$ cat src/design/wsrm_pkg.sv
`timescale 1ns / 1ps

package wsrm_pkg;

  // Item kinds.
  localparam logic KIND_WRITE = 1'b0;
  localparam logic KIND_SCAN  = 1'b1;

  // Result actions.
  localparam logic [1:0] ACT_NONE = 2'd0;
  localparam logic [1:0] ACT_ON   = 2'd1;
  localparam logic [1:0] ACT_OFF  = 2'd2;

  // Configuration register indexes.
  localparam logic CFG_CHANNELS = 1'b0;
  localparam logic CFG_AUTO     = 1'b1;

  // A scan reports on at most this many channels.
  localparam int MAX_SCAN = 4;

  typedef struct packed {
    logic       kind;
    logic [1:0] channel_sel;
    logic [5:0] entry_index;
    logic       entry_enable;
    logic [3:0] entry_week_pattern;
    logic [4:0] entry_hour;
    logic [5:0] entry_minute;
    logic [2:0] now_weekday;
    logic [4:0] now_hour;
    logic [5:0] now_minute;
  } in_word_t;

  typedef struct packed {
    logic [1:0] relay_channel;
    logic [1:0] action;
    logic       last;
  } out_word_t;

  // One stored schedule entry.
  typedef struct packed {
    logic       enable;
    logic [3:0] pattern;
    logic [4:0] hour;
    logic [5:0] minute;
  } entry_t;

  // Commands from the controller to the datapath.
  typedef struct packed {
    logic clr_we;
    logic wr_we;
    logic load_now;
    logic rd_en;
    logic acc_clr;
    logic emit;
    logic last;
  } cmd_t;

  // Weekday sets, bit 0 is Monday. Pattern 15 never matches.
  function automatic logic [6:0] day_mask(input logic [3:0] pattern);
    logic [6:0] m;
    case (pattern)
      4'd0:    m = 7'h7F;
      4'd1:    m = 7'h01;
      4'd2:    m = 7'h02;
      4'd3:    m = 7'h04;
      4'd4:    m = 7'h08;
      4'd5:    m = 7'h10;
      4'd6:    m = 7'h20;
      4'd7:    m = 7'h40;
      4'd8:    m = 7'h1F;
      4'd9:    m = 7'h60;
      4'd10:   m = 7'h3F;
      4'd11:   m = 7'h15;
      4'd12:   m = 7'h2A;
      4'd13:   m = 7'h07;
      4'd14:   m = 7'h38;
      default: m = 7'h00;
    endcase
    return m;
  endfunction

endpackage

$ cat src/design/wsrm_ctrl.sv
`timescale 1ns / 1ps

module wsrm_ctrl import wsrm_pkg::*; #(
  parameter int CHANNELS            = 4,
  parameter int ENTRIES_PER_CHANNEL = 56,
  parameter int EW                  = $clog2(ENTRIES_PER_CHANNEL),
  parameter int AW                  = $clog2(CHANNELS * ENTRIES_PER_CHANNEL)
) (
  input  logic          clk,
  input  logic          rst_n,
  input  logic          in_valid,
  output logic          in_stall,
  input  logic          in_kind,
  input  logic [1:0]    in_channel_sel,
  input  logic [5:0]    in_entry_index,
  input  logic          cfg_we,
  input  logic          cfg_index,
  input  logic [3:0]    cfg_data,
  input  logic          out_free,
  output cmd_t          cmd,
  output logic [1:0]    ch_idx,
  output logic [EW-1:0] ent_idx,
  output logic [AW-1:0] clr_addr
);

  localparam int DEPTH = CHANNELS * ENTRIES_PER_CHANNEL;
  localparam int NSCAN = (CHANNELS < MAX_SCAN) ? CHANNELS : MAX_SCAN;

  typedef enum logic [2:0] {
    S_CLEAR,
    S_IDLE,
    S_CH_START,
    S_SCAN,
    S_DRAIN,
    S_EMIT
  } state_t;

  state_t                state_r, state_nxt;
  logic [1:0]            ch_r, ch_nxt;
  logic [EW-1:0]         ent_r, ent_nxt;
  logic [AW-1:0]         clr_r, clr_nxt;
  logic [MAX_SCAN-1:0]   active_r, active_nxt;
  logic [2:0]            chans_r, chans_nxt;
  logic [MAX_SCAN-1:0]   auto_r, auto_nxt;
  logic [MAX_SCAN-1:0]   remain;
  logic                  accept;
  logic                  wr_ok;

  assign in_stall = (state_r != S_IDLE);
  assign accept   = in_valid && !in_stall;
  assign wr_ok    = (32'(in_channel_sel) < CHANNELS) &&
                    (32'(in_entry_index) < ENTRIES_PER_CHANNEL);
  assign remain   = active_r >> ch_r;

  assign ch_idx   = ch_r;
  assign ent_idx  = ent_r;
  assign clr_addr = clr_r;

  always_comb begin
    state_nxt  = state_r;
    ch_nxt     = ch_r;
    ent_nxt    = ent_r;
    clr_nxt    = clr_r;
    active_nxt = active_r;
    chans_nxt  = chans_r;
    auto_nxt   = auto_r;
    cmd        = '0;

    if (cfg_we) begin
      unique case (cfg_index)
        CFG_CHANNELS: chans_nxt = cfg_data[2:0];
        CFG_AUTO:     auto_nxt  = cfg_data;
      endcase
    end

    unique case (state_r)
      S_CLEAR: begin
        cmd.clr_we = 1'b1;
        clr_nxt    = clr_r + 1'b1;
        if (clr_r == AW'(DEPTH - 1)) begin
          state_nxt = S_IDLE;
        end
      end
      S_IDLE: begin
        if (accept) begin
          if (in_kind == KIND_WRITE) begin
            cmd.wr_we = wr_ok;
          end else begin
            cmd.load_now = 1'b1;
            for (int i = 0; i < MAX_SCAN; i++) begin
              active_nxt[i] = auto_r[i] && (i < NSCAN) && (i < 32'(chans_r));
            end
            ch_nxt    = '0;
            state_nxt = S_CH_START;
          end
        end
      end
      S_CH_START: begin
        if (remain == '0) begin
          state_nxt = S_IDLE;
        end else if (remain[0]) begin
          cmd.acc_clr = 1'b1;
          ent_nxt     = '0;
          state_nxt   = S_SCAN;
        end else begin
          ch_nxt = ch_r + 1'b1;
        end
      end
      S_SCAN: begin
        cmd.rd_en = 1'b1;
        ent_nxt   = ent_r + 1'b1;
        if (ent_r == EW'(ENTRIES_PER_CHANNEL - 1)) begin
          state_nxt = S_DRAIN;
        end
      end
      S_DRAIN: begin
        state_nxt = S_EMIT;
      end
      S_EMIT: begin
        if (out_free) begin
          cmd.emit = 1'b1;
          cmd.last = ((remain >> 1) == '0);
          if (cmd.last) begin
            state_nxt = S_IDLE;
          end else begin
            ch_nxt    = ch_r + 1'b1;
            state_nxt = S_CH_START;
          end
        end
      end
      default: state_nxt = S_IDLE;
    endcase
  end

  always_ff @(posedge clk) begin
    if (!rst_n) begin
      state_r  <= S_CLEAR;
      ch_r     <= '0;
      ent_r    <= '0;
      clr_r    <= '0;
      active_r <= '0;
      chans_r  <= 3'd1;
      auto_r   <= '0;
    end else begin
      state_r  <= state_nxt;
      ch_r     <= ch_nxt;
      ent_r    <= ent_nxt;
      clr_r    <= clr_nxt;
      active_r <= active_nxt;
      chans_r  <= chans_nxt;
      auto_r   <= auto_nxt;
    end
  end

endmodule

$ cat src/design/wsrm_dp.sv
`timescale 1ns / 1ps

module wsrm_dp import wsrm_pkg::*; #(
  parameter int CHANNELS            = 4,
  parameter int ENTRIES_PER_CHANNEL = 56,
  parameter int EW                  = $clog2(ENTRIES_PER_CHANNEL),
  parameter int AW                  = $clog2(CHANNELS * ENTRIES_PER_CHANNEL)
) (
  input  logic          clk,
  input  logic          rst_n,
  input  in_word_t      in_data,
  input  cmd_t          cmd,
  input  logic [1:0]    ch_idx,
  input  logic [EW-1:0] ent_idx,
  input  logic [AW-1:0] clr_addr,
  output logic          out_free,
  output logic          out_valid,
  input  logic          out_stall,
  output out_word_t     out_data
);

  localparam int DEPTH = CHANNELS * ENTRIES_PER_CHANNEL;

  entry_t        mem [DEPTH];
  entry_t        rd_word_r;
  logic          rd_valid_r;
  logic          rd_odd_r;
  logic [6:0]    today_r;
  logic [4:0]    hour_r;
  logic [5:0]    minute_r;
  logic          on_hit_r, off_hit_r;
  logic          out_valid_r;
  out_word_t     out_word_r;

  logic [AW-1:0] wr_addr, rd_addr;
  entry_t        wr_word;
  logic          hit;
  logic [1:0]    action;

  assign rd_addr = AW'(32'(ch_idx) * ENTRIES_PER_CHANNEL + 32'(ent_idx));

  always_comb begin
    if (cmd.clr_we) begin
      wr_addr = clr_addr;
      wr_word = '0;
    end else begin
      wr_addr = AW'(32'(in_data.channel_sel) * ENTRIES_PER_CHANNEL +
                    32'(in_data.entry_index));
      wr_word = '{enable:  in_data.entry_enable,
                  pattern: in_data.entry_week_pattern,
                  hour:    in_data.entry_hour,
                  minute:  in_data.entry_minute};
    end
  end

  always_ff @(posedge clk) begin
    if (cmd.clr_we || cmd.wr_we) begin
      mem[wr_addr] <= wr_word;
    end
    if (cmd.rd_en) begin
      rd_word_r <= mem[rd_addr];
    end
  end

  // An entry hits when it is enabled, today is in its day set and the time agrees.
  assign hit = rd_valid_r && rd_word_r.enable &&
               ((day_mask(rd_word_r.pattern) & today_r) != '0) &&
               (rd_word_r.hour == hour_r) && (rd_word_r.minute == minute_r);

  always_comb begin
    if (on_hit_r && !off_hit_r) begin
      action = ACT_ON;
    end else if (off_hit_r && !on_hit_r) begin
      action = ACT_OFF;
    end else begin
      action = ACT_NONE;
    end
  end

  always_ff @(posedge clk) begin
    rd_odd_r <= ent_idx[0];
    if (cmd.load_now) begin
      today_r  <= (in_data.now_weekday < 3'd7) ? (7'd1 << in_data.now_weekday) : 7'd0;
      hour_r   <= in_data.now_hour;
      minute_r <= in_data.now_minute;
    end
    if (cmd.acc_clr) begin
      on_hit_r  <= 1'b0;
      off_hit_r <= 1'b0;
    end else if (hit) begin
      if (rd_odd_r) begin
        off_hit_r <= 1'b1;
      end else begin
        on_hit_r <= 1'b1;
      end
    end
    if (cmd.emit) begin
      out_word_r <= '{relay_channel: ch_idx, action: action, last: cmd.last};
    end
  end

  always_ff @(posedge clk) begin
    if (!rst_n) begin
      rd_valid_r  <= 1'b0;
      out_valid_r <= 1'b0;
    end else begin
      rd_valid_r <= cmd.rd_en;
      if (cmd.emit) begin
        out_valid_r <= 1'b1;
      end else if (!out_stall) begin
        out_valid_r <= 1'b0;
      end
    end
  end

  assign out_free  = !out_valid_r || !out_stall;
  assign out_valid = out_valid_r;
  assign out_data  = out_word_r;

endmodule

$ cat src/design/weekly_schedule_relay_matcher_top.sv
`timescale 1ns / 1ps

// Channel | Direction | Handshake        | Word
// in_     | input     | valid / stall    | in_word_t: entry write or scan at current time
// out_    | output    | valid / stall    | out_word_t: relay channel, action, last flag
// cfg_    | input     | write enable     | index 0 channels in use, index 1 auto mode mask
//
// A write word does not block the input, which stays open for the next word.
// A scan reads every entry of each automatic channel it covers in turn through the
// single memory read port, steps over the other channels, and holds in_stall high
// until it is done.
// After reset a clearing pass zeroes all CHANNELS * ENTRIES_PER_CHANNEL entries of the
// schedule store, and in_stall stays high until it is done.
// A stall on the output holds the scan at its next result; the final result of a scan
// may wait in the output register while the next input word is taken.

module weekly_schedule_relay_matcher_top import wsrm_pkg::*; #(
  parameter int CHANNELS            = 4,
  parameter int ENTRIES_PER_CHANNEL = 56
) (
  input  logic      clk,
  input  logic      rst_n,
  input  logic      in_valid,
  output logic      in_stall,
  input  in_word_t  in_data,
  output logic      out_valid,
  input  logic      out_stall,
  output out_word_t out_data,
  input  logic      cfg_we,
  input  logic      cfg_index,
  input  logic [3:0] cfg_data
);

  // Width of the entry counter within one channel and of the store address.
  localparam int EW = $clog2(ENTRIES_PER_CHANNEL);
  localparam int AW = $clog2(CHANNELS * ENTRIES_PER_CHANNEL);

  cmd_t          cmd;
  logic [1:0]    ch_idx;
  logic [EW-1:0] ent_idx;
  logic [AW-1:0] clr_addr;
  logic          out_free;

  // The controller sequences clearing, writes and the channel-by-channel scan.
  wsrm_ctrl #(
    .CHANNELS            (CHANNELS),
    .ENTRIES_PER_CHANNEL (ENTRIES_PER_CHANNEL),
    .EW                  (EW),
    .AW                  (AW)
  ) u_ctrl (
    .clk            (clk),
    .rst_n          (rst_n),
    .in_valid       (in_valid),
    .in_stall       (in_stall),
    .in_kind        (in_data.kind),
    .in_channel_sel (in_data.channel_sel),
    .in_entry_index (in_data.entry_index),
    .cfg_we         (cfg_we),
    .cfg_index      (cfg_index),
    .cfg_data       (cfg_data),
    .out_free       (out_free),
    .cmd            (cmd),
    .ch_idx         (ch_idx),
    .ent_idx        (ent_idx),
    .clr_addr       (clr_addr)
  );

  // The datapath owns the schedule store, the match logic and the output register.
  wsrm_dp #(
    .CHANNELS            (CHANNELS),
    .ENTRIES_PER_CHANNEL (ENTRIES_PER_CHANNEL),
    .EW                  (EW),
    .AW                  (AW)
  ) u_dp (
    .clk       (clk),
    .rst_n     (rst_n),
    .in_data   (in_data),
    .cmd       (cmd),
    .ch_idx    (ch_idx),
    .ent_idx   (ent_idx),
    .clr_addr  (clr_addr),
    .out_free  (out_free),
    .out_valid (out_valid),
    .out_stall (out_stall),
    .out_data  (out_data)
  );

endmodule

$ cat config.mk
export PLATFORM = sky130hd
export DESIGN_NAME = weekly_schedule_relay_matcher_top
export DESIGN_NICKNAME = d
export VERILOG_FILES = /design/src/design/wsrm_pkg.sv /design/src/design/wsrm_ctrl.sv /design/src/design/wsrm_dp.sv /design/src/design/weekly_schedule_relay_matcher_top.sv
export SDC_FILE = /design/constraint.sdc
export NUM_CORES = 2
export LEC_CHECK = 0
export BUFFER_PORTS_ARGS = -buffer_cell sky130_fd_sc_hd__buf_2
export CORE_UTILIZATION = 46
export CTS_CLUSTER_DIAMETER = 120
export CTS_CLUSTER_SIZE = 14
export DETAILED_ROUTE_END_ITERATION = 6
export GPL_TIMING_DRIVEN = 1
export PLACE_DENSITY = 0.72
export SKIP_LAST_GASP = 1
export SLEW_MARGIN = 20
export SYNTH_ARGS = -nofsm -noshare
export SYNTH_HDL_FRONTEND = slang
export SYNTH_SLANG_ARGS = --single-unit
$ cat constraint.sdc
create_clock -name clk -period 10.8 [get_ports clk]
set_clock_uncertainty 0.1 [all_clocks]
set_input_delay 2.16 -clock clk [delete_from_list [all_inputs] [get_ports clk]]
set_output_delay 2.16 -clock clk [all_outputs]
set_load 0.01 [all_outputs]
# Word level (Yosys, flattened, before mapping)
# Memory sizes are Yosys's and may differ from the RTL's. A register that Yosys moved wholly into a read port is not among the register bits.
# Index checks and enable logic that the tools add are counted.
[totals] regBits=58 ram_bits=3584 rom_bits=112 input_bits=49 output_inout_bits=7 word_cells=129 n_memories=2
[op_classes] n_addsub=5 multipliers=2 order_cmp=6 n_eq_ne=21 shifts=2 n_mux=37 bitwise_logic=3 reduce_logical=33
[memory_table] name="u_dp.mem" depth=224 word_bits=16 read_ports=1 rd_clocked_by_memory_dff=1 write_ports=1 line_no="wsrm_dp.sv:24" rtl="entry_t mem [DEPTH];"
[memory_table] name="(name not given)" depth=16 word_bits=7 read_ports=1 rd_clocked_by_memory_dff=0 write_ports=0 line_no="wsrm_pkg.sv:62" rtl="case (pattern)"
[op_table] cell="two-way mux 2 bit" n=12
[op_table] cell="two-way mux 3 bit" n=7
[op_table] cell="case mux 3 bit (6 select lines)" n=1
[op_table] cell="adder 8 x 6 -> 8 bit" n=2
[op_table] cell="two-way mux 16 bit" n=1
[op_table] cell="two-way mux 6 bit" n=2
[op_table] cell="case mux 6 bit (2 select lines)" n=1
[op_table] cell="logical AND 1 bit" n=11
[op_table] cell="two-way mux 1 bit" n=11
[op_table] cell="multiplier 2 x 3 -> 5 bit, second input constant" n=2
[op_table] cell="!= test 2 x 1 -> 1 bit, second input constant" n=5
[op_table] cell="!= test 2 bit, second input constant" n=5
[op_table] cell="AND reduction 2 bit" n=5
[op_table] cell="adder 8 x 1 -> 8 bit, second input constant" n=1
[op_table] cell="equality test 8 bit, second input constant" n=1
[op_table] cell="logical NOT 4 bit" n=2
[op_table] cell="two-way mux 8 bit" n=1
[op_table] cell="AND 7 bit" n=1
[op_table] cell="AND reduction 7 bit" n=1
[op_table] cell="nonzero test 7 bit" n=1
[op_table] cell="left shift 1 x 3 -> 7 bit, first input constant" n=1
[op_table] cell="adder 6 x 1 -> 6 bit, second input constant" n=1
[op_table] cell="equality test 3 x 2 -> 1 bit, second input constant" n=2
[op_table] cell="equality test 3 bit, second input constant" n=2
[op_table] cell="other kinds (20)" n=30

# Logic depth before layout (Yosys ltp)
[logic_depth] depth_word=8 mapped_depth=13 mapped_depth_nobuf=11

# Cells and area by module
# A second synthesis with hierarchy kept.
[unflattened] cells_unflattened=6290 area_unflattened_um2=141811.0
[modules_own_cells] mod="wsrm_dp" n_inst=1 cells_each=6104 area_each_um2=140208.2 seq_area_each_um2=108894.4
[modules_own_cells] mod="wsrm_ctrl" n_inst=1 cells_each=186 area_each_um2=1602.8 seq_area_each_um2=600.6

# Worst setup path before layout
# OpenSTA, ideal clock, no wires.
[synth_path] path_kind="input-to-reg" startpoint="in in_data[24] (netlist name)" endpoint="mem u_dp.mem[0][10] (netlist name), data pin" setup_ns=0.786 arrival_time_ns=5.009 required_ns=9.914 slack_ns=4.905 path_stages=1 n_path_buf=0 path_cell_list="and2_1"
[synth_between] elab_chain_cells=1
[synth_lines] element="from (decl)" line_no="weekly_schedule_relay_matcher_top.sv:25" rtl="input in_word_t in_data,"
[synth_lines] element="two-way mux 16 bit" line_no="wsrm_dp.sv:43" rtl="if (cmd.clr_we) begin"
[synth_lines] element="to (decl)" line_no="wsrm_dp.sv:24"
# Every way passes these cells.

# Final worst setup path
[layout_path] startpoint="reg u_ctrl.ch_r[0], in the netlist u_ctrl.ch_idx[0]" endpoint="reg, netlist name u_dp.rd_word_r[3]"
[layout_between] elab_chain_cells=2
[layout_lines] element="from (decl)" line_no="wsrm_ctrl.sv:39" rtl="logic [1:0] ch_r, ch_nxt;"
[layout_lines] element="from (signal assigned)" line_no="wsrm_ctrl.sv:146" rtl="ch_r <= ch_nxt;"
[layout_lines] element="multiplier 2 x 3 -> 5 bit" line_no="wsrm_dp.sv:40" rtl="assign rd_addr = AW'(32'(ch_idx) * ENTRIES_PER_CHANNEL + 32'(ent_idx));"
[layout_lines] element="adder 8 x 6 -> 8 bit" line_no="wsrm_dp.sv:40"
# Every way passes these cells.
# A chain may end at the register's enable or synchronous reset.

==> results_dict.tcl <==
set metrics [dict create \
    layout_commonest_cell "edfxtp_1" \
    io_buffers 55 \
    hp-start "u_ctrl.auto_r[2]" \
    rr_endpoint "u_dp.rd_word_r[3]" \
    dp_slack_ns 3.54 \
    grt_pass1_wl_um 536000 \
    syn_nets 6381 \
    cp.depth 13 \
    num_io_pins 56 \
    cp-end-kind "register" \
    whs_path_depth 2 \
    ant_nets 0 \
    power.clock.fraction_pct 39.1 \
    cts.sink_count 3658 \
    rrSetupSlack_ns 4.45 \
    cts_root_buf "clkbuf_16" \
    min_to "u_ctrl.auto_r[2]" \
    tns_ns 0 \
    min_period_over_period_pct 58.8 \
    dpl.hpwl_um 234000 \
    vias 70200 \
    ys_ff_latch 3658 \
    slew_headroom_pct 11.3 \
    p_per_area_nw_per_um2 163 \
    area_delta_synth_final_pct 10.2 \
    dr.pass1.iters 7 \
    routedWlPerCell_um 35.6 \
    start_util_pct 46.3 \
    worst_slew_pin_slew_ns 1.32 \
    synthDistinctLibCells 72 \
    path_buf_inv 4 \
    nets 6706 \
    cp_top_family "compound AO/OA/AOI/OAI gates" \
    r2r-start "u_ctrl.ch_idx[0]" \
    min_period_ns 6.35 \
    slowest_delay_ns 1.07 \
    cp.arrival_ns 6.96 \
    start_kind "register" \
    async_flop_share_pct 0 \
    die_x_um 557 \
    insertion_delay_ns 0.99 \
    slowest_stage "fa_4" \
    fillers 23100 \
    drive_gt1_share_pct 26.5 \
    grt_overflow 0 \
    worstPathRequired_ns 11.42 \
    cts_made_buffers 312 \
    leakage_nw 38.4 \
    drv_cap 0 \
    ys.flop_type "edfxtp_1" \
    synth_cells 6310 \
    path_common_cell "buf_4" \
    layout_setup_ws_ns 4.45 \
    die_area_um2 310000 \
    power.internal_w 0.0207 \
    num_rows 203 \
    routed_wl_um 385000 \
    cts_tree "built" \
    sw_frac_of_total_pct 18.9 \
    grt_max_degree 193 \
    vias_per_cell 6.49 \
    core_area_um2 306000 \
    route.met2.wl_um 180000 \
    power_frac_comb_pct 0.6 \
    synth_edf_count 3623 \
    gp_congestion 0.944 \
    crit_fanout 31 \
    first_iter_violations 11700 \
    track_usage_pct 24.7 \
    netlist_area_um2 142000 \
    cts.htree.levels 5 \
    setup_violations 0 \
    cts_hold_buffers 0 \
    maxSlewViolCount 0 \
    ctsResizeCount 0 \
    grt_pass1_vias 68800 \
    hp-class "reg2reg" \
    status "finished, final reports clean" \
    p_sw_w 0.00483 \
    finalHoldViolCount 0 \
    r2r_cells 13 \
    peakVddDrop_v 0.000187 \
    highest_layer "met5" \
    final_cell_mix "edfxtp_1, mux4_2, clkbuf_16" \
    cts_setup_buffers 0 \
    rsz0062_at_grt "no" \
    yosysWarningCount 0 \
    drc 0 \
    seqPwrFrac_pct 60.3 \
    ys_seq_area_share_pct 77.3 \
    fin_util_pct 51.0 \
    path_cells "inv_1, ha_1, fa_4, buf_4, buf_4, nor2b_4, buf_4, nand2_1, nand3_1, a211oi_1, a31oi_1, a41oi_1, a211oi_1" \
    clock_path_buffers 4 \
    drt-met1-wl_um 138000 \
    die_y_um 557 \
    antenna_found_initial 24 \
    syn_avg_cell_area_um2 22.5 \
    wl_met3_um 46700 \
    path_class "reg2reg" \
    max_freq_mhz 158 \
    path_clk_slew_ns 0.07 \
]
routing by layer:
layer | up-vias | GRT usage, %
met1 | 37000 | 33.3
li1 | 27200 | -
met2 | 5157 | 37.9
met3 | 889 | 6.32
met5 | - | 0
met4 | 10 | 11.8
how the worst max path moves through the flow:
| stage | endpoint | slack (ns) | from |
|---|---|---|---|
| 6_report | u_dp.rd_word_r[3] | 4.45 | u_ctrl.ch_idx[0] |
| 5_1_grt | u_dp.mem[183][4] | 4.39 | in_data[36] |
| 2_1_floorplan | u_dp.mem[0][10] | 4.90 | in_data[24] |
| 3_3_place_gp | u_dp.mem[183][9] | 3.42 | in_data[36] |
| 4_1_cts | u_dp.mem[183][11] | 4.48 | in_data[36] |
| 3_5_place_dp | u_dp.mem[183][9] | 3.54 | in_data[36] |
kinds of logic (layout without fill, tap and decap cells):
| kind of cell | Yosys count | in the layout | share of synthesized area (%) |
|---|---|---|---|
| AND/OR/NAND/NOR | 686 | 686 | 2.16 |
| XOR/XNOR | 28 | 28 | 0.173 |
| adder cells (fa/ha/maj) | 22 | 22 | 0.205 |
| AO/OA/AOI/OAI | 432 | 432 | 2.21 |
| other | 0 | 26 | 0 |
| multiplexers | 1109 | 1109 | 16.3 |
| flip-flops | 3658 | 3658 | 77.3 |
| buffers and inverters | 375 | 756 | 1.62 |
power by group through the flow:
stage / Combinational (W) / Clock [W] / Sequential [W]
2_1_floorplan: 0.0000625 / 0 / 0.0157
6_report: 0.000152 / 0.00998 / 0.0154
3_5_place_dp: 0.000146 / 0 / 0.0157
4_1_cts: 0.000147 / 0.0101 / 0.0154
3_3_place_gp: 0.000145 / 0 / 0.0157
5_1_grt: 0.000153 / 0.0105 / 0.0154
sequential cells by signal (all words and copies together), names as in the netlist:
name,cells
u_dp.mem,3584
u_dp.rd_word_r,16
u_ctrl.clr_addr,8
u_dp.today_r,7
u_ctrl.ent_idx,6
u_dp.minute_r,6
u_dp.hour_r,5
u_dp.out_data,5
u_ctrl.active_r,4
u_ctrl.auto_r,4
u_ctrl.chans_r,3
u_ctrl.state_r,3
u_ctrl.ch_idx,2
u_dp.off_hit_r,1
u_dp.on_hit_r,1
u_dp.out_valid,1
u_dp.rd_odd_r,1
u_dp.rd_valid_r,1
tightest hold or removal path: cells and delay by family, from the launching register on:
family,cells,cell delay [ns]
DFF,1,0.31
and+or+nand+nor,1,0.04
AOI/OAI and AO/OA,1,0.06
Yosys cell counts (15+ instances only):
master	n	share of area [%]
nand2_1	177	0.47
buf_4	52	0.28
nor2b_1	39	0.17
a21oi_1	53	0.19
mux2i_1	134	0.95
nand4_1	21	0.093
o22ai_1	44	0.19
edfxtp_1	3623	77
a31oi_1	15	0.066
inv_1	20	0.053
nor3_1	23	0.081
xnor2_1	19	0.12
buf_1	24	0.064
buf_6	43	0.34
a22oi_1	108	0.57
ha_1	20	0.18
and2_1	30	0.13
o21ai_0	32	0.11
a211oi_1	41	0.22
buf_2	87	0.31
dfxtp_1	35	0.49
o221ai_1	26	0.16
nor2_1	296	0.78
clkbuf_1	128	0.34
nand3_1	45	0.16
mux4_2	949	15
mux2_2	16	0.13
stage by stage:
step	hold slack, ns	std cells	cell area [um2]	power (W)
floorplan	0.268	6310	142000	0.0158
global placement	0.357	10400	148000	0.0158
detailed placement	0.359	10400	148000	0.0158
CTS	0.370	10800	156000	0.0256
global route	0.409	10800	156000	0.0261
finish	0.368	10800	156000	0.0255
cell type report:
class / instances / area (um2) / area share (%)
Sequential cell: 3658 / 110000 / 70.1
Multi-Input combinational cell: 2277 / 30300 / 19.4
Clock buffer: 360 / 8120 / 5.20
Tap cell: 4100 / 5130 / 3.29
Timing Repair Buffer: 364 / 2860 / 1.83
Clock inverter: 10 / 125 / 0.0801
Inverter: 22 / 92.6 / 0.0593
Antenna cell: 26 / 65.1 / 0.0417
Power figures use the tool's default switching activity.
